### config.mk
export PLATFORM = sky130hd
export DESIGN_NAME = bmf_ram
export DESIGN_NICKNAME = d
export VERILOG_FILES = /design/src/rtl/box_mean_filter_7x7_top_macros.svh /design/src/rtl/bmf_ram.sv
export SDC_FILE = /design/constraint.sdc
export NUM_CORES = 2
export LEC_CHECK = 0
export BUFFER_PORTS_ARGS = -buffer_cell sky130_fd_sc_hd__buf_4
export CORE_AREA = 3 3 548 550
export CTS_BUF_LIST = sky130_fd_sc_hd__clkbuf_4
export CTS_CLUSTER_DIAMETER = 120
export DETAILED_ROUTE_END_ITERATION = 7
export DIE_AREA = 0 0 551 553
export PLACE_DENSITY = 0.43
export SETUP_SLACK_MARGIN = 0.2
export SYNTH_ARGS = -nofsm -noshare
export SYNTH_HDL_FRONTEND = slang
export SYNTH_SLANG_ARGS = --single-unit
### constraint.sdc
create_clock -name i_clk -period 2.2 [get_ports i_clk]
set_input_delay 0.11 -clock i_clk [delete_from_list [all_inputs] [get_ports i_clk]]
set_output_delay 0.11 -clock i_clk [all_outputs]
set_load 0.02 [all_outputs]
### src/rtl/box_mean_filter_7x7_top_macros.svh
// Assertion macros for the box mean filter.
// Define ASSERT_OFF to compile the checks out.
`ifndef BOX_MEAN_FILTER_7X7_TOP_MACROS_SVH
`define BOX_MEAN_FILTER_7X7_TOP_MACROS_SVH
`ifndef ASSERT_OFF
`define BMF_ASSERT(lbl, clk, rst_n, prop, msg) \
    lbl: assert property (@(posedge clk) disable iff (!rst_n) prop) else $error(msg);
`define BMF_ASSERT_RST(lbl, clk, prop, msg) \
    lbl: assert property (@(posedge clk) prop) else $error(msg);
`else
`define BMF_ASSERT(lbl, clk, rst_n, prop, msg)
`define BMF_ASSERT_RST(lbl, clk, prop, msg)
`endif
`endif

### src/rtl/bmf_ram.sv
module bmf_ram #(
    parameter int WIDTH = 8,
    parameter int DEPTH = 256
) (
    input  logic                     i_clk,
    input  logic                     i_we,
    input  logic [$clog2(DEPTH)-1:0] i_waddr,
    input  logic [WIDTH-1:0]         i_wdata,
    input  logic                     i_re,
    input  logic [$clog2(DEPTH)-1:0] i_raddr,
    output logic [WIDTH-1:0]         o_rdata
);

    logic [WIDTH-1:0] r_mem [DEPTH];
    logic [WIDTH-1:0] r_rdata;

    always_ff @(posedge i_clk) begin
        if (i_we) begin
            r_mem[i_waddr] <= i_wdata;
        end
        if (i_re) begin
            r_rdata <= r_mem[i_raddr];
        end
    end

    assign o_rdata = r_rdata;

endmodule

# After elaboration in Yosys (flattened, before gate mapping)
# Memories as Yosys holds them, arrays and structs flattened. A register that Yosys moved wholly into a read port is not among the register bits.
# Index checks and enable logic that the tools add are counted.
[totals] ram_bits=2048 mem_count=1 romBits=0 word_cells=3 latch_bits=0 reg_bits=0 input_bits=27 out_inout_bits=8
[mem_list] name="r_mem" words=256 word_bits=8 rd=1 rd_ports_with_merged_regs=1 write_ports=1 line_no="bmf_ram.sv:14" text="logic [WIDTH-1:0] r_mem [DEPTH];"
[op_classes] n_bitwise=0 mul=0 eq_ne=0 add_sub_neg=0 n_reduce_logical=0 shifts=0 muxes=2 order_cmp=0 div_mod_pow=0
[ops] operator="$mux W1" count=2

# Depth between registers and ports, before layout
[depth] depth_word=2 depth_mapped=11 mapped_depth_nobuf=6

# Least setup slack after synthesis
# OpenSTA, ideal clock, no wires.
[synth_path] path_kind="input -> register" startpoint="input i_raddr[0]" endpoint="register r_rdata[2] (netlist: o_rdata[2]), read port of r_mem, data pin" slack_ps=14 setup_ps=269 path_stages=9 n_path_buf=4 t_required_ps=1931 arrival_ps=1917 path_cell_list="buf_6 -> buf_12 -> buf_8 -> buf_2 -> mux4_2 -> a22oi_1 -> a21oi_1 -> nor4_1 -> nor4_2"
[synth_rtl] element="start: declaration" line_no="bmf_ram.sv:10" text="input logic [$clog2(DEPTH)-1:0] i_raddr,"
[synth_rtl] element="end: declaration" line_no="bmf_ram.sv:15" text="logic [WIDTH-1:0] r_rdata;"

==> impl_metrics.yaml <==
run_status:
  status: "finished with violations"
  violations: "setup timing"
placement:
  port_buffers: 34
  place.gp.congestion: 0.818
  dp_hpwl_mm: 161
  postPlaceCellArea_sq_um: 90900
  dp_slack_ns: -1.11
  dp.cells: 8273
hold_path:
  min_delay_path_depth: 8
  hp-class: "primary input to register"
  min_to: "o_rdata[6]"
  hp-start: "i_raddr[1]"
worst_setup_path:
  critPathRequiredTime_ns: 3.18
  cp.arrival_ns: 3.31
  cp_max_fo: 1
  timing.rr.start: "r_mem[83][3]"
  reg2reg_slack_ns: -0.13
  r2r-end: "o_rdata[3]"
  end_kind: "register"
  cp-start-kind: "register"
  r2r_cells: 8
  critical_path_class: "register to register"
  cp-startpoint: "r_mem[83][3]"
global_route:
  grt_pass1_vias: 45500
  grt_overflow: 0
  busiest_layer: "met2"
  use_met3_pct: 2.99
  grt_antenna_before_repair: 19
  grt_usage_pct: 16.0
  use_met1_pct: 22.1
  use_met2_pct: 25.6
  grt_pass1_wl_mm: 348
  grt_max_degree: 89
clocking:
  clock_path_buffers: 4
  clk_latency_ns: 1.29
  cts_inserted_buffers: 568
  cts_tree: "built"
  postCtsSetupBuffers: 0
  cts_max_level: 6
  path_clk_slew_ns: 0.07
  cts_sinks: 2056
  cts_root_buffer: "clkbuf_4"
finish:
  nFillCells: 28500
  multi_input_area_sq_um: 17300
  syn2layout_area_growth_pct: 24.9
  fin_nets: 4978
  regArea_sq_um: 61700
  fin_cells: 9299
  final_util_pct: 33.6
  drive_gt1_share_pct: 43.1
  finalInstanceArea_sq_um: 99400
timing:
  fmax_mhz: 429
  setup_violations: 7
  clock_skew_ns: 0.112
  rsz0062_at_grt: "yes"
  tns_ns: -0.297
  worst_slack_ns: -0.130
  relSlewSlack_pct: 28.2
  slew_violations: 0
  hold_viol: 0
  worstMarginPinSlew_ns: 1.07
  finalCritPeriodShare_pct: 106
  finalCriticalPeriod_ns: 2.33
drt:
  routed_wl_mm: 246
  avgRoutedWirePerCell_microns: 26.5
  first_iter_violations: 3958
  num_vias: 43200
  ant_nets: 0
  vias_per_cell: 4.65
  first_pass_iters: 5
  drc: 0
synthesis:
  synth.avg_cell_area_sq_um: 21.3
  syn_nets: 3760
  ys_warn_count: 0
  synth_area_leaders: "edfxtp_1, mux4_2, mux2i_1, nor2_1, a22oi_1"
  synth_edf_count: 2056
  dominantRegCellSynth: "edfxtp_1"
  synth_cells: 3733
  yosys_register_bits: 2056
  ys_types: 54
  seq_area_frac_synth_pct: 77.5
  synth_largest_area_cell: "edfxtp_1"
  async_reset_ff_share_pct: 0
  syn-cell-area_sq_um: 79600
  synthDominantCellAreaShare_pct: 77.5
power:
  p_int_mw: 63.4
  power_frac_seq_pct: 52.3
  powerDensity_nw_per_um2: 832
  p_sw_share_pct: 23.3
  p_clk_share_pct: 41.2
  share_comb_of_total_power_pct: 6.5
  ir_drop_v: 0.000376
  switchingPower_mw: 19.3
  p_leak_nw: 32.6
die:
  core-area_sq_um: 296000
  num_rows: 200
  die_w_microns: 551
  die_h_microns: 553
  initial_core_util_pct: 26.9
  ios: 35
  fp.dieArea_sq_um: 305000
flow_run:
  max-cap-violations: 0
==> what timing repair did <==
action	4_1_cts	5_1_grt
endpoints found under the setup margin	16	64
endpoints found under the hold margin	4111	316
resized for setup	98	48
hold buffers	47	1
pin swaps	33	30
==> metrics by stage <==
step	hold WS, ns	total power [mW]
final	0.235	82.7
after global routing	0.104	86.5
after global placement	0.526	49.2
after detailed placement	0.530	49.2
after CTS	0.00247	84.1
after floorplan	0.209	46.2
==> power by group through the flow <==
stage	Clock (mW)	Sequential [mW]	Combinational [mW]
after floorplan	0	44.1	2.16
after global placement	0	44.1	5.05
after detailed placement	0	44.1	5.07
after CTS	35.4	43.3	5.38
after global routing	37.6	43.2	5.65
final	34.1	43.3	5.35
==> cells in the mapped netlist (2+ instances only) <==
| cell | instances |
|---|---|
| nand2_1 | 33 |
| a22o_1 | 8 |
| nand4_1 | 10 |
| o21ai_1 | 2 |
| or2_2 | 4 |
| nor4_1 | 24 |
| clkbuf_1 | 111 |
| nand3_1 | 34 |
| o22ai_1 | 28 |
| buf_6 | 21 |
| a31oi_1 | 2 |
| nand3b_1 | 2 |
| mux2i_1 | 134 |
| mux4_1 | 2 |
| buf_8 | 13 |
| nor3_1 | 22 |
| edfxtp_1 | 2056 |
| o211ai_1 | 10 |
| buf_4 | 27 |
| buf_1 | 22 |
| a22oi_1 | 133 |
| o221ai_1 | 46 |
| nor4_2 | 3 |
| o32ai_1 | 4 |
| a311oi_1 | 2 |
| a2111oi_1 | 2 |
| buf_2 | 31 |
| and3b_1 | 2 |
| o22a_1 | 5 |
| nor2b_1 | 31 |
| and2_1 | 6 |
| a21oi_1 | 96 |
| a2111oi_0 | 2 |
| a211oi_1 | 16 |
| buf_12 | 8 |
| nand2b_1 | 8 |
| nor2_1 | 282 |
| mux4_2 | 454 |
| a221oi_1 | 13 |
| o21ai_0 | 10 |
==> worst max-delay path by stage <==
stage / endpoint / cells past startpoint
4_1_cts: o_rdata[5] / 1
5_1_grt: o_rdata[3] / 8
3_5_place_dp: o_rdata[3] / 8
2_1_floorplan: o_rdata[0] / 9
3_3_place_gp: o_rdata[3] / 8
6_report: o_rdata[3] / 8
==> registers in the layout (all words and copies together), names as in the netlist <==
register	count
r_mem	2048
o_rdata	8
==> cells by family (layout without fill, tap and decap cells) <==
group	count (synthesis)	after routing	share of synthesized area (%)
flops	2056	2056	77.5
mux	591	591	14.6
simple gates	466	466	2.63
compound gates	385	385	3.42
buf+inv	235	1854	1.83
other cells	0	8	0
==> routing by layer <==
metal | vias up | part of all wire (%)
li1 | 18600 | -
met2 | 1299 | 48
met4 | 8 | 2.2
met3 | 354 | 5.2
met1 | 23000 | 44
met5 | - | 0.025
==> critical path, stage by stage (launching register included) <==
cell,delay (ns)
edfxtp_1,0.36
mux4_2,0.48
a22o_1,0.27
a221oi_2,0.25
buf_6,0.20
o32ai_4,0.13
nor3_2,0.20
buf_4,0.14
nor4_2,0.04
==> cell type report <==
type | count | area share, %
sequential | 2056 | 62.1
tap | 3939 | 4.96
timing repair buffer | 881 | 8.42
inverter | 2 | 0.00755
clock inverter | 147 | 0.892
clock buffer | 824 | 6.22
antenna | 8 | 0.0201
multi-input combinational | 1442 | 17.4
==> cells in the final DEF, fill, tap and decap left out, types with 9 or more instances in the layout <==
| cell type | count |
|---|---|
| o211ai_1 | 10 |
| nor4_4 | 9 |
| edfxtp_1 | 2056 |
| inv_2 | 13 |
| o21ai_0 | 10 |
| buf_4 | 699 |
| nand3_1 | 25 |
| o22ai_1 | 26 |
| clkinv_2 | 14 |
| buf_12 | 109 |
| a21oi_1 | 81 |
| nand2_1 | 33 |
| nor3_1 | 9 |
| clkbuf_4 | 824 |
| nor4_2 | 11 |
| nand4_1 | 10 |
| mux4_2 | 454 |
| nor3_2 | 11 |
| nor2_1 | 272 |
| clkinv_1 | 88 |
| nor2b_1 | 23 |
| buf_8 | 10 |
| a22oi_2 | 10 |
| a22oi_1 | 123 |
| mux2i_1 | 132 |
| buf_6 | 16 |
| dlygate4sd3_1 | 38 |
| o221ai_1 | 41 |
| clkinvlp_4 | 11 |
| a21oi_2 | 11 |
(Power assumes the default switching activity.)
