`config.mk`:
```
export PLATFORM = sky130hd
export DESIGN_NAME = bmf_outq
export DESIGN_NICKNAME = d
export VERILOG_FILES = /design/src/rtl/box_mean_filter_7x7_top_macros.svh /design/src/rtl/bmf_pkg.sv /design/src/rtl/bmf_outq.sv
export SDC_FILE = /design/constraint.sdc
export NUM_CORES = 1
export LEC_CHECK = 0
export ABC_AREA = 1
export BUFFER_PORTS_ARGS = -buffer_cell sky130_fd_sc_hd__buf_2
export CORE_AREA = 5 5 218 114
export DETAILED_ROUTE_END_ITERATION = 16
export DIE_AREA = 0 0 223 119
export PLACE_DENSITY_LB_ADDON = 0.3
export SLEW_MARGIN = 40
export SYNTH_ARGS = -nofsm -noshare
export SYNTH_HDL_FRONTEND = slang
export SYNTH_SLANG_ARGS = --single-unit
```
`constraint.sdc`:
```
create_clock -name i_clk -period 3.2 [get_ports i_clk]
set_input_delay 0.16 -clock i_clk [delete_from_list [all_inputs] [get_ports i_clk]]
set_output_delay 0.16 -clock i_clk [all_outputs]
set_load 0.02 [all_outputs]
```
`src/rtl/box_mean_filter_7x7_top_macros.svh`:
```
// Assertion macros for the box mean filter.
// Define ASSERT_OFF to compile the checks out.
`ifndef BOX_MEAN_FILTER_7X7_TOP_MACROS_SVH
`define BOX_MEAN_FILTER_7X7_TOP_MACROS_SVH
`ifndef ASSERT_OFF
`define BMF_ASSERT(lbl, clk, rst_n, prop, msg) \
    lbl: assert property (@(posedge clk) disable iff (!rst_n) prop) else $error(msg);
`define BMF_ASSERT_RST(lbl, clk, prop, msg) \
    lbl: assert property (@(posedge clk) prop) else $error(msg);
`else
`define BMF_ASSERT(lbl, clk, rst_n, prop, msg)
`define BMF_ASSERT_RST(lbl, clk, prop, msg)
`endif
`endif

```
`src/rtl/bmf_pkg.sv`:
```
package bmf_pkg;

    localparam int PIX_W      = 8;
    localparam int COL_OUT_W  = 10;
    localparam int ROW_W      = 12;
    localparam int POS_W      = 12;   // holds any column up to 4095
    localparam int CFG_W_W    = 11;
    localparam int CFG_H_W    = 12;
    localparam int CFG_IDX_W  = 2;
    localparam int CFG_DATA_W = 12;

    localparam int Q_DEPTH    = 8;
    localparam int Q_PTR_W    = 3;
    localparam int Q_CNT_W    = 4;

    typedef enum logic [CFG_IDX_W-1:0] {
        REG_FRAME_WIDTH  = 2'd0,
        REG_FRAME_HEIGHT = 2'd1
    } t_cfg_reg;

    // position of the pixel being taken in
    typedef struct packed {
        logic [POS_W-1:0] col;
        logic [ROW_W-1:0] row;
        logic             border;
        logic             interior;
    } t_pos;

    // pipeline status toward the top level
    typedef struct packed {
        logic s1_valid;
        logic s1_fwd;
    } t_win_stat;

    // last datapath stage toward the result queue
    typedef struct packed {
        logic             valid;
        logic             border;
        logic             interior;
        logic [POS_W-1:0] col;
        logic [ROW_W-1:0] row;
        logic [PIX_W-1:0] pix;
        logic [PIX_W-1:0] mean;
    } t_emit;

    typedef struct packed {
        logic [COL_OUT_W-1:0] out_col;
        logic [ROW_W-1:0]     out_row;
        logic [PIX_W-1:0]     value;
        logic                 last;
    } t_result;

endpackage

```
`src/rtl/bmf_outq.sv`:
```
module bmf_outq import bmf_pkg::*; #(
    parameter int RADIUS = 3
) (
    input  logic    i_clk,
    input  logic    i_rst_n,
    input  t_emit   i_emit,
    output logic    o_space,
    input  logic    i_ready,
    output logic    o_valid,
    output t_result o_result
);

    t_result            r_q [Q_DEPTH];
    logic [Q_PTR_W-1:0] r_wp;
    logic [Q_PTR_W-1:0] r_rp;
    logic [Q_CNT_W-1:0] r_cnt;
    logic [Q_PTR_W-1:0] n_wp;
    logic [Q_PTR_W-1:0] n_rp;
    logic [Q_CNT_W-1:0] n_cnt;

    logic               push0;
    logic               push1;
    logic               pop;
    logic [Q_PTR_W-1:0] wp1;
    t_result            res_b;
    t_result            res_i;
    t_result            first;

    // room for two results before the stage ahead may move
    assign o_space = r_cnt <= Q_CNT_W'(Q_DEPTH - 2);
    assign o_valid = r_cnt != '0;
    assign o_result = r_q[r_rp];

    always_comb begin
        res_b.out_col = COL_OUT_W'(i_emit.col);
        res_b.out_row = i_emit.row;
        res_b.value   = i_emit.pix;
        res_b.last    = !i_emit.interior;
        res_i.out_col = COL_OUT_W'(i_emit.col - POS_W'(RADIUS));
        res_i.out_row = i_emit.row - ROW_W'(RADIUS);
        res_i.value   = i_emit.mean;
        res_i.last    = 1'b1;
        first         = i_emit.border ? res_b : res_i;

        push0 = i_emit.valid && o_space && (i_emit.border || i_emit.interior);
        push1 = i_emit.valid && o_space && i_emit.border && i_emit.interior;
        pop   = o_valid && i_ready;
        wp1   = r_wp + Q_PTR_W'(1);

        n_wp  = r_wp + Q_PTR_W'(push0) + Q_PTR_W'(push1);
        n_rp  = r_rp + Q_PTR_W'(pop);
        n_cnt = r_cnt + Q_CNT_W'(push0) + Q_CNT_W'(push1) - Q_CNT_W'(pop);
    end

    always_ff @(posedge i_clk) begin
        if (!i_rst_n) begin
            r_wp  <= '0;
            r_rp  <= '0;
            r_cnt <= '0;
        end else begin
            r_wp  <= n_wp;
            r_rp  <= n_rp;
            r_cnt <= n_cnt;
        end
    end

    always_ff @(posedge i_clk) begin
        if (push0) begin
            r_q[r_wp] <= first;
        end
        if (push1) begin
            r_q[wp1] <= res_i;
        end
    end

endmodule

```
Yosys cells after proc, flatten, opt, wreduce, memory -nomap -nowiden. Memory sizes are Yosys's and may differ from the RTL's. A register that Yosys moved wholly into a read port is not among the register bits. Index checks and enable logic that the tools add are counted. W data, S select, Z words.

Flip-flop bits (word level): 10. Bits in writable memories: 248. Input port bits: 46. Output and inout port bits: 33. Logic and storage cells: 28. Memories kept: 1.

$add $sub $neg: 9. Magnitude comparators: 1. Muxes and demuxes: 6. Reductions and logical operators: 8.

Memory list: r_q (words 8, width 31, read ports 1, clocked after memory_dff 1, wr ports 2, line bmf_outq.sv:13) `t_result r_q [Q_DEPTH];`.

Operators with widths (count): $mux W31 (1); $sub A12 B2 Y12 const B (1); $sub A10 B2 Y10 const B (1); $add A3 B1 Y3 (3); $add A4 B1 Y4 (2); $logic_and A1 B1 Y1 (5); $le A4 B3 Y1 const B (1); $mux W1 (4); $reduce_bool A4 Y1 (1); $sub A4 B1 Y4 (1); $add A3 B1 Y3 const B (1); $mux W3 (1); $logic_not A1 Y1 (1); $logic_or A1 B1 Y1 (1).

Depth between registers and ports, before layout.
Word-level depth: 6. Gate-level depth with buffers: 15. Gate-level depth less buffers: 15.

Worst setup path after synthesis. Ideal clock, no wire load.

Path kind: register to register. From: register r_cnt[3]. To: register r_cnt[2]. Data arrival time: 2373 ps. Slack: 709 ps. Cell stages (with the launch flop): 14. Cells stage by stage: dfxtp_1 -> inv_1 -> ha_1 -> nand2_1 -> nand2_1 -> nand2_2 -> nand2_4 -> inv_6 -> nand2_4 -> ha_1 -> fa_1 -> fa_1 -> xor2_1 -> nor2_1.

Word-level cells in the longest chain between the ends: 6. Elaborated cells between the ends (all ways): 10. Classes of those cells: add/sub (3); order compare (1); reduce/logical (6).

Ends and longest elaborated chain: start, declared (line bmf_outq.sv:16) `logic [Q_CNT_W-1:0] r_cnt;`; start signal, assigned (line bmf_outq.sv:63) `r_cnt <= n_cnt;`; $le A4 B3 Y1 * (line bmf_outq.sv:30) `assign o_space = r_cnt <= Q_CNT_W'(Q_DEPTH - 2);`; named net o_space (line bmf_outq.sv:7) `output logic o_space,`; $logic_and A1 B1 Y1 * (line bmf_outq.sv:45, bmf_outq.sv:46); $logic_and A1 B1 Y1 (on tied branches) (line bmf_outq.sv:45, bmf_outq.sv:46); $add A4 B1 Y4 or $logic_and A1 B1 Y1 (tied branches) (line bmf_outq.sv:52, bmf_outq.sv:46); $add A4 B1 Y4 * (line bmf_outq.sv:52) `n_cnt = r_cnt + Q_CNT_W'(push0) + Q_CNT_W'(push1) - Q_CNT_W'(pop);`; $sub A4 B1 Y4 * (line bmf_outq.sv:52).

Mark *: on every way through the listed nets, which the timed path passes. The rest lies on a longest branch. A chain may end at the register's enable or synchronous reset.

==> flow_metrics.env <==
export IMPL_critPathLaunchType="flip-flop"
export IMPL_drive_gt1_share_pct=12.2
export IMPL_yosys_warnings=0
export IMPL_rsz0062_at_grt="false"
export IMPL_fillerInstances=1791
export IMPL_antenna_cells=0
export IMPL_track_usage_pct=32.6
export IMPL_h_tree_depth=1
export IMPL_p_int_uw=6640
export IMPL_finClkSkew_ns=0.0213
export IMPL_synth_top_cell_area_share_pct=51.9
export IMPL_clkPwrFrac_pct=28.7
export IMPL_syn_nets=1660
export IMPL_synth_ff_type="edfxtp_1"
export IMPL_initialDrtViolationCount=1929
export IMPL_slew_headroom_pct=41.6
export IMPL_grt_max_degree=76
export IMPL_post_dp_hpwl_um=26200
export IMPL_vias=12700
export IMPL_register_area_sq_um=7570
export IMPL_wl_met3_um=6320
export IMPL_synth_seq_cells=258
export IMPL_yosys_top_cells_area="edfxtp_1, nand2_1, o21ai_0"
export IMPL_grt_pass1_wl_um=67700
export IMPL_yosysSeqAreaShare_pct=54.5
export IMPL_pwr_share_comb_pct=30.7
export IMPL_start_util_pct=61.6
export IMPL_post_cts_resized=0
export IMPL_pin_count=79
export IMPL_dp_cells=1923
export IMPL_worstPathCellList="clkinv_2, buf_4, nor2_1, o21ai_0, a21oi_1, a31oi_1, buf_2"
export IMPL_place_gp_congestion=0.953
export IMPL_wl_met2_um=19800
export IMPL_fin_crit_ns=2.85
export IMPL_grt_ovfl_total=0
export IMPL_fin_util_pct=67.9
export IMPL_clockBufferDepth=3
export IMPL_critPathKind="reg2out"
export IMPL_dr_pass1_iters=8
export IMPL_cts_tree="built"
export IMPL_multi_input_area_sq_um=5460
export IMPL_ant_nets=0
export IMPL_max_stage_delay_ns=0.53
export IMPL_synth_edff_count=240
export IMPL_clkLatencyLatePin_ns=0.53
export IMPL_top_layer="met4"
export IMPL_grt_pass1_vias=12300
export IMPL_die_x_um=223
export IMPL_port_buffer_count=76
export IMPL_clk_pin_slew_ns=0.07
export IMPL_synth_cell_types=41
export IMPL_crit_family="buffers and inverters"
export IMPL_die_h_um=119
export IMPL_max_freq_ghz=0.350
export IMPL_fin_crit_sh_pct=89.2
export IMPL_syn_avg_cell_area_sq_um=8.68
export IMPL_critPathBufInv=3
export IMPL_setup_tns_final_ns=0
export IMPL_routed_wl_um=44300
export IMPL_critPathSlowestCell="dfxtp_4"
export IMPL_total_power_uw=10400
export IMPL_syn_inst=1600
export IMPL_min_path_type="in2reg"
export IMPL_setup_viol=0
export IMPL_drc=0
export IMPL_cp_required_ns=3.04
export IMPL_outcome="finished clean"
export IMPL_cp_max_fo=58
export IMPL_areaGrowthSynthToFinish_pct=10.2
export IMPL_leakage_uw=0.00626
export IMPL_switching_share_pct=35.9
export IMPL_cts_sinks=258
export IMPL_arrival_ns=2.69
export IMPL_powerDensity_nw_per_um2=677
export IMPL_antenna_found_initial=0
export IMPL_m1WireLength_um=15900
export IMPL_final_cell_mix="nand2_1, edfxtp_1, o21ai_0"
export IMPL_yosysTopAreaCell="edfxtp_1"
export IMPL_cap_violations=0
export IMPL_tightest_slew_ns=0.876
export IMPL_cts_buffers=24
export IMPL_layout_commonest_cell="nand2_1"
export IMPL_dieArea_sq_um=26500
export IMPL_cts_hold_buf=1
export IMPL_avgRoutedWirePerCell_um=22.5
export IMPL_critical_path_endpoint_type="output port"
export IMPL_hold_violations=0
export IMPL_final_nets=1703
export IMPL_cts_setup_buffers=0
export IMPL_synthArstFlopShare_pct=0
export IMPL_p_switching_uw=3720
export IMPL_viasPerCell=6.45
export IMPL_drv_slew=0
export IMPL_core_area_sq_um=22500
export IMPL_rows=39
export IMPL_root_buffer="clkbuf_16"
export IMPL_power_frac_seq_pct=40.6
export IMPL_ir_drop_uv=505
export IMPL_syn_area_sq_um=13900
export IMPL_fin_cells=1968
[cells in the mapped netlist, types with 6 or more instances]
cell	instances
nand2_1	413
inv_1	57
nor2_1	184
clkinv_1	10
a21oi_1	33
o21ai_1	34
ha_1	11
o211ai_1	6
buf_1	8
nand3_1	117
o22ai_1	84
edfxtp_1	240
a31oi_1	31
buf_2	45
inv_2	17
buf_4	16
clkbuf_1	33
o21ai_0	190
dfxtp_1	18
[power groups by stage]
stage / clock network [uW] / logic [uW] / registers, uW
floorplan: 0 / 2200 / 4150
global placement: 0 / 2990 / 4250
detailed placement: 0 / 3110 / 4260
CTS: 2970 / 3140 / 4190
global route: 3120 / 3470 / 4220
finish: 2970 / 3180 / 4200
[sequential cells by signal (all words and copies together), names as in the netlist]
register / flops
r_wp: 3
r_q: 248
r_cnt: 4
r_rp: 3
[layer usage]
| metal | global-route usage (%) | vias up |
|---|---|---|
| met4 | 15.1 | 0 |
| met2 | 51.5 | 1015 |
| met3 | 7.79 | 205 |
| met5 | 0 | - |
| li1 | - | 5642 |
| met1 | 43.2 | 5827 |
[worst paths after layout]
path / start / to / slack (ns) / cells after the start
hold / removal: i_emit[28] / r_q[5][21] / 0.06 / 2
setup reg to reg: r_cnt[3] / r_cnt[2] / 0.57 / 13
hold reg to reg: r_q[0][0] / r_q[0][0] / 0.47 / 2
setup / recovery: r_rp[0] / o_result[0] / 0.35 / 7
[final cells by class]
class                           instances  share of cell area, %
Clock buffer                           38                   4.80
Multi-Input combinational cell       1151                   35.7
Inverter                               85                   2.13
Clock inverter                          6                  0.507
Sequential cell                       258                   49.5
Timing Repair Buffer                  123                   4.89
Tap cell                              307                   2.51
[through the flow]
stage / cell area, sq um / hold slack [ns] / setup WS, ns
after floorplan: 13900 / 0.253 / 0.709
after global placement: 14500 / 0.411 / 0.649
after detailed placement: 14500 / 0.421 / 0.605
after CTS: 15300 / 0.0500 / 0.406
after global routing: 15300 / 0.0813 / 0.215
final: 15300 / 0.0618 / 0.346
[cell families (layout without fill, tap and decap cells)]
group	count (synthesis)	after routing	share of synthesized area, %
AO/OA/AOI/OAI	382	382	15.1
XOR/XNOR	10	10	0.685
adder cells (fa/ha/maj)	14	14	1.42
buffers and inverters	191	252	6.16
flip-flops	258	258	54.5
AND/OR/NAND/NOR	745	745	22.2
[worst reg2reg max path, cell delays in order, from the launching register on]
cell,delay (ns)
dfxtp_1,0.31
inv_1,0.06
ha_1,0.19
nand2_1,0.07
nand2_1,0.06
nand2_2,0.10
nand2_4,0.09
inv_6,0.10
nand2_4,0.10
ha_1,0.35
fa_1,0.42
fa_1,0.42
xor2_1,0.20
nor2_1,0.06
No activity file was read; power rests on OpenSTA's default activity.
