<file path="src/rtl/box_mean_filter_7x7_top_macros.svh">
// Assertion macros for the box mean filter.
// Define ASSERT_OFF to compile the checks out.
`ifndef BOX_MEAN_FILTER_7X7_TOP_MACROS_SVH
`define BOX_MEAN_FILTER_7X7_TOP_MACROS_SVH
`ifndef ASSERT_OFF
`define BMF_ASSERT(lbl, clk, rst_n, prop, msg) \
    lbl: assert property (@(posedge clk) disable iff (!rst_n) prop) else $error(msg);
`define BMF_ASSERT_RST(lbl, clk, prop, msg) \
    lbl: assert property (@(posedge clk) prop) else $error(msg);
`else
`define BMF_ASSERT(lbl, clk, rst_n, prop, msg)
`define BMF_ASSERT_RST(lbl, clk, prop, msg)
`endif
`endif

</file>
<file path="src/rtl/bmf_pkg.sv">
package bmf_pkg;

    localparam int PIX_W      = 8;
    localparam int COL_OUT_W  = 10;
    localparam int ROW_W      = 12;
    localparam int POS_W      = 12;   // holds any column up to 4095
    localparam int CFG_W_W    = 11;
    localparam int CFG_H_W    = 12;
    localparam int CFG_IDX_W  = 2;
    localparam int CFG_DATA_W = 12;

    localparam int Q_DEPTH    = 8;
    localparam int Q_PTR_W    = 3;
    localparam int Q_CNT_W    = 4;

    typedef enum logic [CFG_IDX_W-1:0] {
        REG_FRAME_WIDTH  = 2'd0,
        REG_FRAME_HEIGHT = 2'd1
    } t_cfg_reg;

    // position of the pixel being taken in
    typedef struct packed {
        logic [POS_W-1:0] col;
        logic [ROW_W-1:0] row;
        logic             border;
        logic             interior;
    } t_pos;

    // pipeline status toward the top level
    typedef struct packed {
        logic s1_valid;
        logic s1_fwd;
    } t_win_stat;

    // last datapath stage toward the result queue
    typedef struct packed {
        logic             valid;
        logic             border;
        logic             interior;
        logic [POS_W-1:0] col;
        logic [ROW_W-1:0] row;
        logic [PIX_W-1:0] pix;
        logic [PIX_W-1:0] mean;
    } t_emit;

    typedef struct packed {
        logic [COL_OUT_W-1:0] out_col;
        logic [ROW_W-1:0]     out_row;
        logic [PIX_W-1:0]     value;
        logic                 last;
    } t_result;

endpackage

</file>
<file path="src/rtl/bmf_ctl.sv">
module bmf_ctl import bmf_pkg::*; #(
    parameter int MAX_WIDTH = 1024,
    parameter int RADIUS    = 3
) (
    input  logic                  i_clk,
    input  logic                  i_rst_n,
    input  logic                  i_cfg_we,
    input  logic [CFG_IDX_W-1:0]  i_cfg_index,
    input  logic [CFG_DATA_W-1:0] i_cfg_data,
    input  logic                  i_accept,
    input  logic                  i_frame_start,
    output t_pos                  o_pos
);

    localparam int SPAN = 2 * RADIUS + 1;
    localparam int CW   = $clog2(MAX_WIDTH);
    localparam int WW   = $clog2(MAX_WIDTH + 1);
    localparam int LW   = (WW > CFG_W_W) ? WW : CFG_W_W;
    localparam int HW   = ROW_W + 1;

    logic [CFG_W_W-1:0] r_width;
    logic [CFG_H_W-1:0] r_height;
    logic [CW-1:0]      r_col;
    logic [ROW_W-1:0]   r_row;
    logic [CW-1:0]      n_col;
    logic [ROW_W-1:0]   n_row;

    logic [LW-1:0]    w_cfg;
    logic [LW-1:0]    w_eff;
    logic [ROW_W-1:0] h_eff;
    logic [CW-1:0]    c0;
    logic [ROW_W-1:0] r0;
    logic             wrap;
    logic [HW-1:0]    row_a;
    logic [CW-1:0]    col;
    logic [ROW_W-1:0] row;
    logic [CW:0]      col_p1;
    logic [HW-1:0]    row_p1;
    logic             end_row;

    always_ff @(posedge i_clk) begin
        if (!i_rst_n) begin
            r_width  <= CFG_W_W'(640);
            r_height <= CFG_H_W'(480);
        end else if (i_cfg_we) begin
            case (i_cfg_index)
                REG_FRAME_WIDTH:  r_width  <= i_cfg_data[CFG_W_W-1:0];
                REG_FRAME_HEIGHT: r_height <= i_cfg_data[CFG_H_W-1:0];
                default: ;
            endcase
        end
    end

    always_ff @(posedge i_clk) begin
        if (!i_rst_n) begin
            r_col <= '0;
            r_row <= '0;
        end else if (i_accept) begin
            r_col <= n_col;
            r_row <= n_row;
        end
    end

    // effective frame size
    always_comb begin
        w_cfg = LW'(r_width);
        if (w_cfg < LW'(SPAN)) begin
            w_eff = LW'(SPAN);
        end else if (w_cfg > LW'(MAX_WIDTH)) begin
            w_eff = LW'(MAX_WIDTH);
        end else begin
            w_eff = w_cfg;
        end
        h_eff = (r_height < ROW_W'(SPAN)) ? ROW_W'(SPAN) : r_height;
    end

    // position of the incoming pixel, then the one after it
    always_comb begin
        c0     = i_frame_start ? '0 : r_col;
        r0     = i_frame_start ? '0 : r_row;
        wrap   = LW'(c0) >= w_eff;
        col    = wrap ? '0 : c0;
        row_a  = wrap ? (HW'(r0) + HW'(1)) : HW'(r0);
        row    = (row_a >= HW'(h_eff)) ? '0 : row_a[ROW_W-1:0];

        col_p1  = (CW+1)'(col) + (CW+1)'(1);
        row_p1  = HW'(row) + HW'(1);
        end_row = LW'(col_p1) >= w_eff;
        n_col   = end_row ? '0 : col_p1[CW-1:0];
        if (!end_row) begin
            n_row = row;
        end else if (row_p1 >= HW'(h_eff)) begin
            n_row = '0;
        end else begin
            n_row = row_p1[ROW_W-1:0];
        end
    end

    always_comb begin
        o_pos.col      = POS_W'(col);
        o_pos.row      = row;
        o_pos.border   = (row < ROW_W'(RADIUS)) || (row >= h_eff - ROW_W'(RADIUS)) ||
                         (col < CW'(RADIUS)) || (LW'(col) >= w_eff - LW'(RADIUS));
        o_pos.interior = (col >= CW'(2 * RADIUS)) && (row >= ROW_W'(2 * RADIUS));
    end

endmodule

</file>
<file path="config.mk">
export PLATFORM = sky130hd
export DESIGN_NAME = bmf_ctl
export DESIGN_NICKNAME = d
export VERILOG_FILES = /design/src/rtl/box_mean_filter_7x7_top_macros.svh /design/src/rtl/bmf_pkg.sv /design/src/rtl/bmf_ctl.sv
export SDC_FILE = /design/constraint.sdc
export NUM_CORES = 1
export LEC_CHECK = 0
export BUFFER_PORTS_ARGS = -buffer_cell sky130_fd_sc_hd__buf_2
export CAP_MARGIN = 20
export CORE_UTILIZATION = 45
export DETAILED_ROUTE_END_ITERATION = 10
export PLACE_DENSITY = 0.61
export SLEW_MARGIN = 10
export SYNTH_ARGS = -nofsm -noshare
export SYNTH_HDL_FRONTEND = slang
export SYNTH_SLANG_ARGS = --single-unit
</file>
<file path="constraint.sdc">
create_clock -name i_clk -period 25.6 [get_ports i_clk]
set_input_delay 5.12 -clock i_clk [delete_from_list [all_inputs] [get_ports i_clk]]
set_output_delay 5.12 -clock i_clk [all_outputs]
set_load 0.01 [all_outputs]
</file>
**After elaboration in Yosys (flattened, before gate mapping)**

Cells that the tools add are included.

- Reduce and logical (&&, ||, !) cells: 7
- $mul: 0
- Magnitude comparators: 13
- Divide/modulo/power cells: 0
- Shift-type cells: 0
- Eq/ne operators: 1
- Bitwise gates (word level): 0
- Multiplexer cells: 11
- $add $sub $neg: 5

Operators with widths:

| operator | count |
|---|---|
| two-way mux 12 bit | 5 |
| two-way mux 10 bit | 3 |
| adder 12 x 1 -> 13 bit (second input constant) | 2 |
| greater-or-equal comparator 13 x 12 -> 1 bit | 2 |
| greater-or-equal comparator 10 x 11 -> 1 bit | 2 |
| two-way mux 11 bit | 2 |
| two-way mux 13 bit | 1 |
| greater-or-equal comparator 12 bit | 1 |
| greater-or-equal comparator 12 x 3 -> 1 bit (second input constant) | 1 |
| less-than comparator 12 x 2 -> 1 bit (second input constant) | 1 |
| less-than comparator 12 x 3 -> 1 bit (second input constant) | 1 |
| subtractor 12 x 2 -> 12 bit (second input constant) | 1 |
| adder 10 x 1 -> 11 bit (second input constant) | 1 |
| greater-or-equal comparator 11 bit | 1 |
| greater-than comparator 11 bit (second input constant) | 1 |
| less-than comparator 11 x 3 -> 1 bit (second input constant) | 1 |
| subtractor 11 x 2 -> 11 bit (second input constant) | 1 |
| greater-or-equal comparator 10 x 3 -> 1 bit (second input constant) | 1 |
| less-than comparator 10 x 2 -> 1 bit (second input constant) | 1 |
| AND reduction 2 bit | 2 |
| logical OR 1 bit | 3 |
| == test 2 x 1 -> 1 bit (second input constant) | 1 |
| zero test 2 bit | 1 |
| logical AND 1 bit | 1 |

- RAM bits: 0
- Output and inout port bits: 26
- Word-level logic and storage cells: 41
- Memories kept: 0
- Bits of input ports: 19
- Bits in latches: 0
- Memory bits (read-only): 0
- Register bits after elaboration: 45

**Logic depth before layout (Yosys ltp)**

Gate-level depths: netlist (run 1).

- Depth in word-level cells: 11
- Gate-level depth with buffers: 34
- Gate-level depth less buffers: 31

**Least setup slack after synthesis (run 1)**

Ideal clock, no wire load.

- Path kind: input port to output port
- From: input i_frame_start
- To: output o_pos[1] (netlist name)
- Setup slack: 9.458 ns
- Stages on the path: 28
- Path buffers: 4
- Data required time: 20.480 ns
- Arrival time: 11.022 ns
- Cell sequence: clkbuf_1 > clkbuf_1 > nor2b_1 > ha_1 > and3_4 > nand3_2 > o211a_4 > buf_2 > o31a_1 > o21ai_1 > inv_1 > ha_1 > a2111oi_0 > o21ai_0 > o31ai_1 > o21ai_0 > buf_2 > or2_2 > ha_1 > nand2b_1 > a21o_1 > a21o_1 > a21o_1 > a21o_1 > a21oi_1 > o21ai_0 > a221oi_1 > o311ai_1

RTL lines:

| element | line | text |
|---|---|---|
| start, declared | bmf_ctl.sv:11 | `input logic i_frame_start,` |
| end, declared | bmf_ctl.sv:12 | `output t_pos o_pos` |

==> results of run 1 <==
final timing paths:
kind          endpoint  slack [ps]  cells after the start
max reg2reg  r_row[11]       16510                     30
min           r_col[1]         480                      2
max           o_pos[1]        9010                     29
min reg2reg   r_col[1]         480                      2
power groups by stage:
stage / Sequential [µW] / Clock, µW / Combinational (µW)
detailed placement: 76.9 / 0 / 43.8
global placement: 76.8 / 0 / 43.0
CTS: 75.3 / 60.3 / 44.1
floorplan: 75.8 / 0 / 32.7
global route: 75.8 / 63.0 / 49.9
finish: 75.3 / 58.7 / 44.3
placed cells by master, fill, tap and decap left out, drive strengths merged, types with 20 or more instances in the layout:
master,synthesis,layout
nand2,89,89
ha,73,73
nor2,47,47
dfxtp,45,45
buf,6,43
inv,41,41
o21ai,37,37
nor2b,26,26
a21oi,23,23
xnor2,21,21
a21boi,20,20
final cells by class:
type,count,area (µm²),area share [%]
Inverter,42,157.7,2.950
Timing Repair Buffer,43,217.7,4.074
Tap cell,136,170.2,3.184
Sequential cell,45,900.9,16.86
Clock buffer,7,86.33,1.616
Clock inverter,1,30.03,0.5619
Multi-Input combinational cell,540,3781,70.76
critical path: cells and delay by family:
kind	cells	cell delay, ps
buffers and inverters	6	1180
and+or+nand+nor	5	910
AOI/OAI and AO/OA	15	3360
adders and majority gates	3	900
flip-flops by register name, indices dropped and copies added, names as in the netlist:
name	count
r_col	10
r_height	12
r_width	11
r_row	12
routing by layer:
layer  up-vias  part of all wire [%]
li1       2401                     -
met5         -                     0
met3        26                   5.1
met4         0                   2.4
met2       122                    45
met1      2292                    48
kinds of logic after synthesis:
logic type	share of synthesized area, %
buffers and inverters	5.533
DFF	18.19
xor gates and xnor gates	5.306
other	0.07572
AOI/OAI and AO/OA	24.03
and+or+nand+nor	27.16
muxes	1.263
adders and majority gates	18.44
metrics by stage:
step	cell area (µm²)	hold slack (ps)	util (%)	setup slack (ps)	cells
2_1_floorplan	4956	443.5	-	9458	654
3_3_place_gp	5228	458.9	49.74	9226	806
3_5_place_dp	5228	462.4	49.74	9117	806
4_1_cts	5344	478.2	50.85	9093	814
5_1_grt	5344	510.4	50.85	8633	814
6_report	5344	475.3	50.85	9009	814
==> flow_summary.ini, run 1 <==
[power]
p_total_uw = 178.3
p_leak_uw = 0.002497
intPower_uw = 121.7
seqPwrFrac_pct = 42.2
max-vdd-ir-drop_v = 0.00002968
combPwrFrac_pct = 24.9
p_switching_uw = 56.65
powerDensity_mw_per_mm2 = 33.37
clkPwrFrac_pct = 32.9
switching_share_pct = 31.77

[synth]
syn-instance-count = 653
synth_edf_count = 0
synthArstFlopShare_pct = 0
synth_area_leaders = ha_1 18%, dfxtp_1 18%, nand2_1 6.7%
post_synth_instance_area_mm2 = 0.004952
synth_top_area_share_pct = 18.44
synth.avg_cell_area_um2 = 7.584
synth_commonest_cells = 88 x nand2_1, 73 x ha_1, 47 x nor2_1, 45 x dfxtp_1, 41 x inv_1
yosys_warnings = 0
ys_types = 76
synth_ff_type = dfxtp_1
synth_top_area_cell = ha_1
yosysMostFrequentCell = nand2_1
yosysSeqAreaShare_pct = 18.19
ys_ff_latch = 45

[clock_tree]
cts_root_buf = clkbuf_8
clockBufferDepth = 2
cts_made_buffers = 5
clk_pin_slew_ps = 100
ctsHtreeMaxLevel = 2
cts_tree = yes
clock_latency_ps = 330
cts_setup_buffers = 0
ctsHoldBuffers = 0
cts_resized = 0
clock_sinks = 45

[die]
core_area_mm2 = 0.01051
die_area_mm2 = 0.01143
io_pins = 45
rows = 37
die_h_um = 106.9
dieWidth_um = 106.9
initial_core_util_pct = 47.12

[timing]
max_freq_ghz = 0.06027
tightest_slew_ps = 963.7
slew-limit-headroom_pct = 35.61
setup_tns_ps = 0
finalCritPeriodShare_pct = 64.81
hold_viol = 0
skew_ps = 17.03
drv_slew = 0
rsz0062_at_grt = false
setup_violations = 0
fin_crit_ps = 16590

[detailed_routing]
avgViaCountPerCell = 5.947
routed_wl_um = 14440
avgRoutedWirePerCell_um = 17.74
drt_iter0_drc = 321
ant_nets = 0
drtPass1Iterations = 5
vias = 4841
drc_errors = 0

[final_layout]
syn_to_final_growth_pct = 7.908
insertedDiodeCount = 0
nNetsFinal = 769
fillers = 1039
drive_gt1_share_pct = 10.77

[critical_path]
worstReg2RegStart = r_width[3]
end_kind = output port
crit_start = i_frame_start
crit_path_top_delay_cell = a2111oi_0
required_ps = 20480
max_stage_delay_ps = 380
timing.critical_path.mode_cell = a21o_1
crit_path_start_kind = input pin
path_max_fanout = 24
criticalPathCategory = input pin to output port
arrival_ps = 11470

[grt]
use_met2_pct = 42.81
busiest_layer = met2
grt_max_degree = 49
antenna_found_initial = 0
gr-total-overflow = 0
grt_pass1_wl_um = 23330
met3_usage_pct = 4.195
grt_pass1_vias = 4568
grt_use_total_pct = 26.41
grt_util_met1_pct = 35.65

[worst_hold_path]
hp-start = r_col[1]
min_path_type = flop to flop

[placement]
place_congestion = 0.8737
dpl.hpwl_um = 11580
portBuffers = 42

[run_status]
outcome = finished, final reports clean

[run]
drv_cap = 0
Note: power is estimated with default switching activity, not from simulation.
==> run 2: changes to the inputs <==
==> constraint.sdc (replaced) <==
create_clock -name i_clk -period 17.3 [get_ports i_clk]
set_input_delay 3.46 -clock i_clk [delete_from_list [all_inputs] [get_ports i_clk]]
set_output_delay 3.46 -clock i_clk [all_outputs]
set_load 0.01 [all_outputs]
==> flow_summary.ini, run 2 (same netlist as run 1, synthesis figures left out) <==
[timing]
slew-limit-headroom_pct = 33.60
skew_ps = 13.55
finalCritPeriodShare_pct = 76.66
fin_crit_ps = 13260
setup_violations = 0
tightest_slew_ps = 993.8
drv_slew = 0
hold_viol = 0
rsz0062_at_grt = false
setup_tns_ps = 0
max_freq_ghz = 0.07540

[clock_tree]
cts_made_buffers = 5
cts_root_buf = clkbuf_8
clockBufferDepth = 2
ctsHtreeMaxLevel = 2
clock_latency_ps = 320
cts_tree = yes
ctsHoldBuffers = 0
clock_sinks = 45
clk_pin_slew_ps = 100
cts_setup_buffers = 0
cts_resized = 0

[placement]
placedCellCount = 806
dpl.hpwl_um = 11570
portBuffers = 42
place_congestion = 0.8736

[power]
combPwrFrac_pct = 24.7
max-vdd-ir-drop_v = 0.00004232
p_switching_uw = 88.28
switching_share_pct = 33.27
powerDensity_mw_per_mm2 = 49.65
p_leak_uw = 0.002497
clkPwrFrac_pct = 33.2
seqPwrFrac_pct = 42.0
intPower_uw = 177.1

[detailed_routing]
avgViaCountPerCell = 5.940
drt_iter0_drc = 230
ant_nets = 0
drtPass1Iterations = 5
routed_wl_um = 14460
vias = 4835
drc_errors = 0
avgRoutedWirePerCell_um = 17.77

[die]
dieWidth_um = 106.9
die_h_um = 106.9
die_area_mm2 = 0.01143
io_pins = 45
initial_core_util_pct = 47.12
rows = 37
core_area_mm2 = 0.01051

[final_layout]
insertedDiodeCount = 0
fillers = 1055
syn_to_final_growth_pct = 7.908
reg_top3 = r_height: 12 flops, r_row: 12 flops, r_width: 11 flops
nNetsFinal = 769
layout_commonest_cell = nand2_1
drive_gt1_share_pct = 10.91
final_cells = 814
final_cell_mix = 88 x nand2_1, 73 x ha_1, 47 x nor2_1

[critical_path]
path_depth = 29
crit_buf_inv = 6
critical-path-top-delay-family = compound AO/OA/AOI/OAI gates
crit_path_start_kind = input pin
reg2reg_slack_ps = 8320
path_max_fanout = 24
arrival_ps = 9800
reg2reg_depth = 30
worstReg2RegEnd = r_row[11]
end_kind = output port
required_ps = 13840
worstReg2RegStart = r_width[3]
max_stage_delay_ps = 370
criticalPathCategory = input pin to output port
timing.critical_path.mode_cell = a21o_1
crit_path_top_delay_cell = a2111oi_0

[grt]
grt_max_degree = 49
grt_pass1_vias = 4567
grt_use_total_pct = 26.69
grt_pass1_wl_um = 23570
antenna_found_initial = 0
gr-total-overflow = 0

[worst_hold_path]
min_path_type = flop to flop
whs_endpoint = r_col[1]
hp-start = r_col[1]
min_path_cells = 2

[run_status]
outcome = finished, final reports clean

[run]
drv_cap = 0
==> run 2: cell count changes in the layout (fill, tap and decap cells not counted), sizes merged <==
| cell | change |
|---|---|
| inv | +2 |
| clkbuf | -2 |
==> run 2: tightest hold or removal path, delay by kind of cell, from the launching register on <==
family | cells | cell delay, ps
DFF | 1 | 320
AOI/OAI and AO/OA | 1 | 70
and+or+nand+nor | 1 | 60
==> run 2: power groups by stage <==
stage	Clock, µW	Combinational [µW]	Sequential, µW
2_1_floorplan	0	48.3	112
3_3_place_gp	0	63.6	114
3_5_place_dp	0	64.9	114
4_1_cts	89.7	65.3	111
5_1_grt	95.5	74.2	112
6_report	88.2	65.6	112
==> run 2: metal layers <==
layer	global-route usage (%)	vias to the layer above	wire [µm]
li1	-	2397	-
met1	36.19	2289	6943
met2	43.55	127	6610
met3	4.195	22	649
met4	7.534	0	261
met5	0	-	0
==> run 2: cell type report <==
cell class,count,area (µm²),share of cell area [%]
multi-input combinational,540,3781,70.76
sequential,45,900.9,16.86
timing repair buffer,43,217.7,4.074
tap,136,170.2,3.184
inverter,42,157.7,2.950
clock buffer,5,68.82,1.288
clock inverter,3,47.55,0.8897
==> run 2: worst max path at each step <==
stage	start	end	slack (ps)
after floorplan	i_frame_start	o_pos[1]	4480
final	i_frame_start	o_pos[1]	4040
after detailed placement	i_frame_start	o_pos[1]	4120
after global routing	i_frame_start	o_pos[1]	3640
after global placement	i_frame_start	o_pos[1]	4250
after CTS	i_frame_start	o_pos[1]	4080
==> run 2: stage by stage <==
stage / total power (µW) / cell area [µm²] / hold slack [ps] / utilization (%) / setup slack (ps)
after global routing: 281.9 / 5344 / 517.8 / 50.85 / 3639
after CTS: 266.5 / 5344 / 478.3 / 50.85 / 4082
after floorplan: 160.5 / 4956 / 443.5 / - / 4478
after detailed placement: 178.8 / 5228 / 462.0 / 49.74 / 4120
final: 265.3 / 5344 / 482.0 / 50.85 / 4038
after global placement: 177.3 / 5228 / 458.9 / 49.74 / 4246
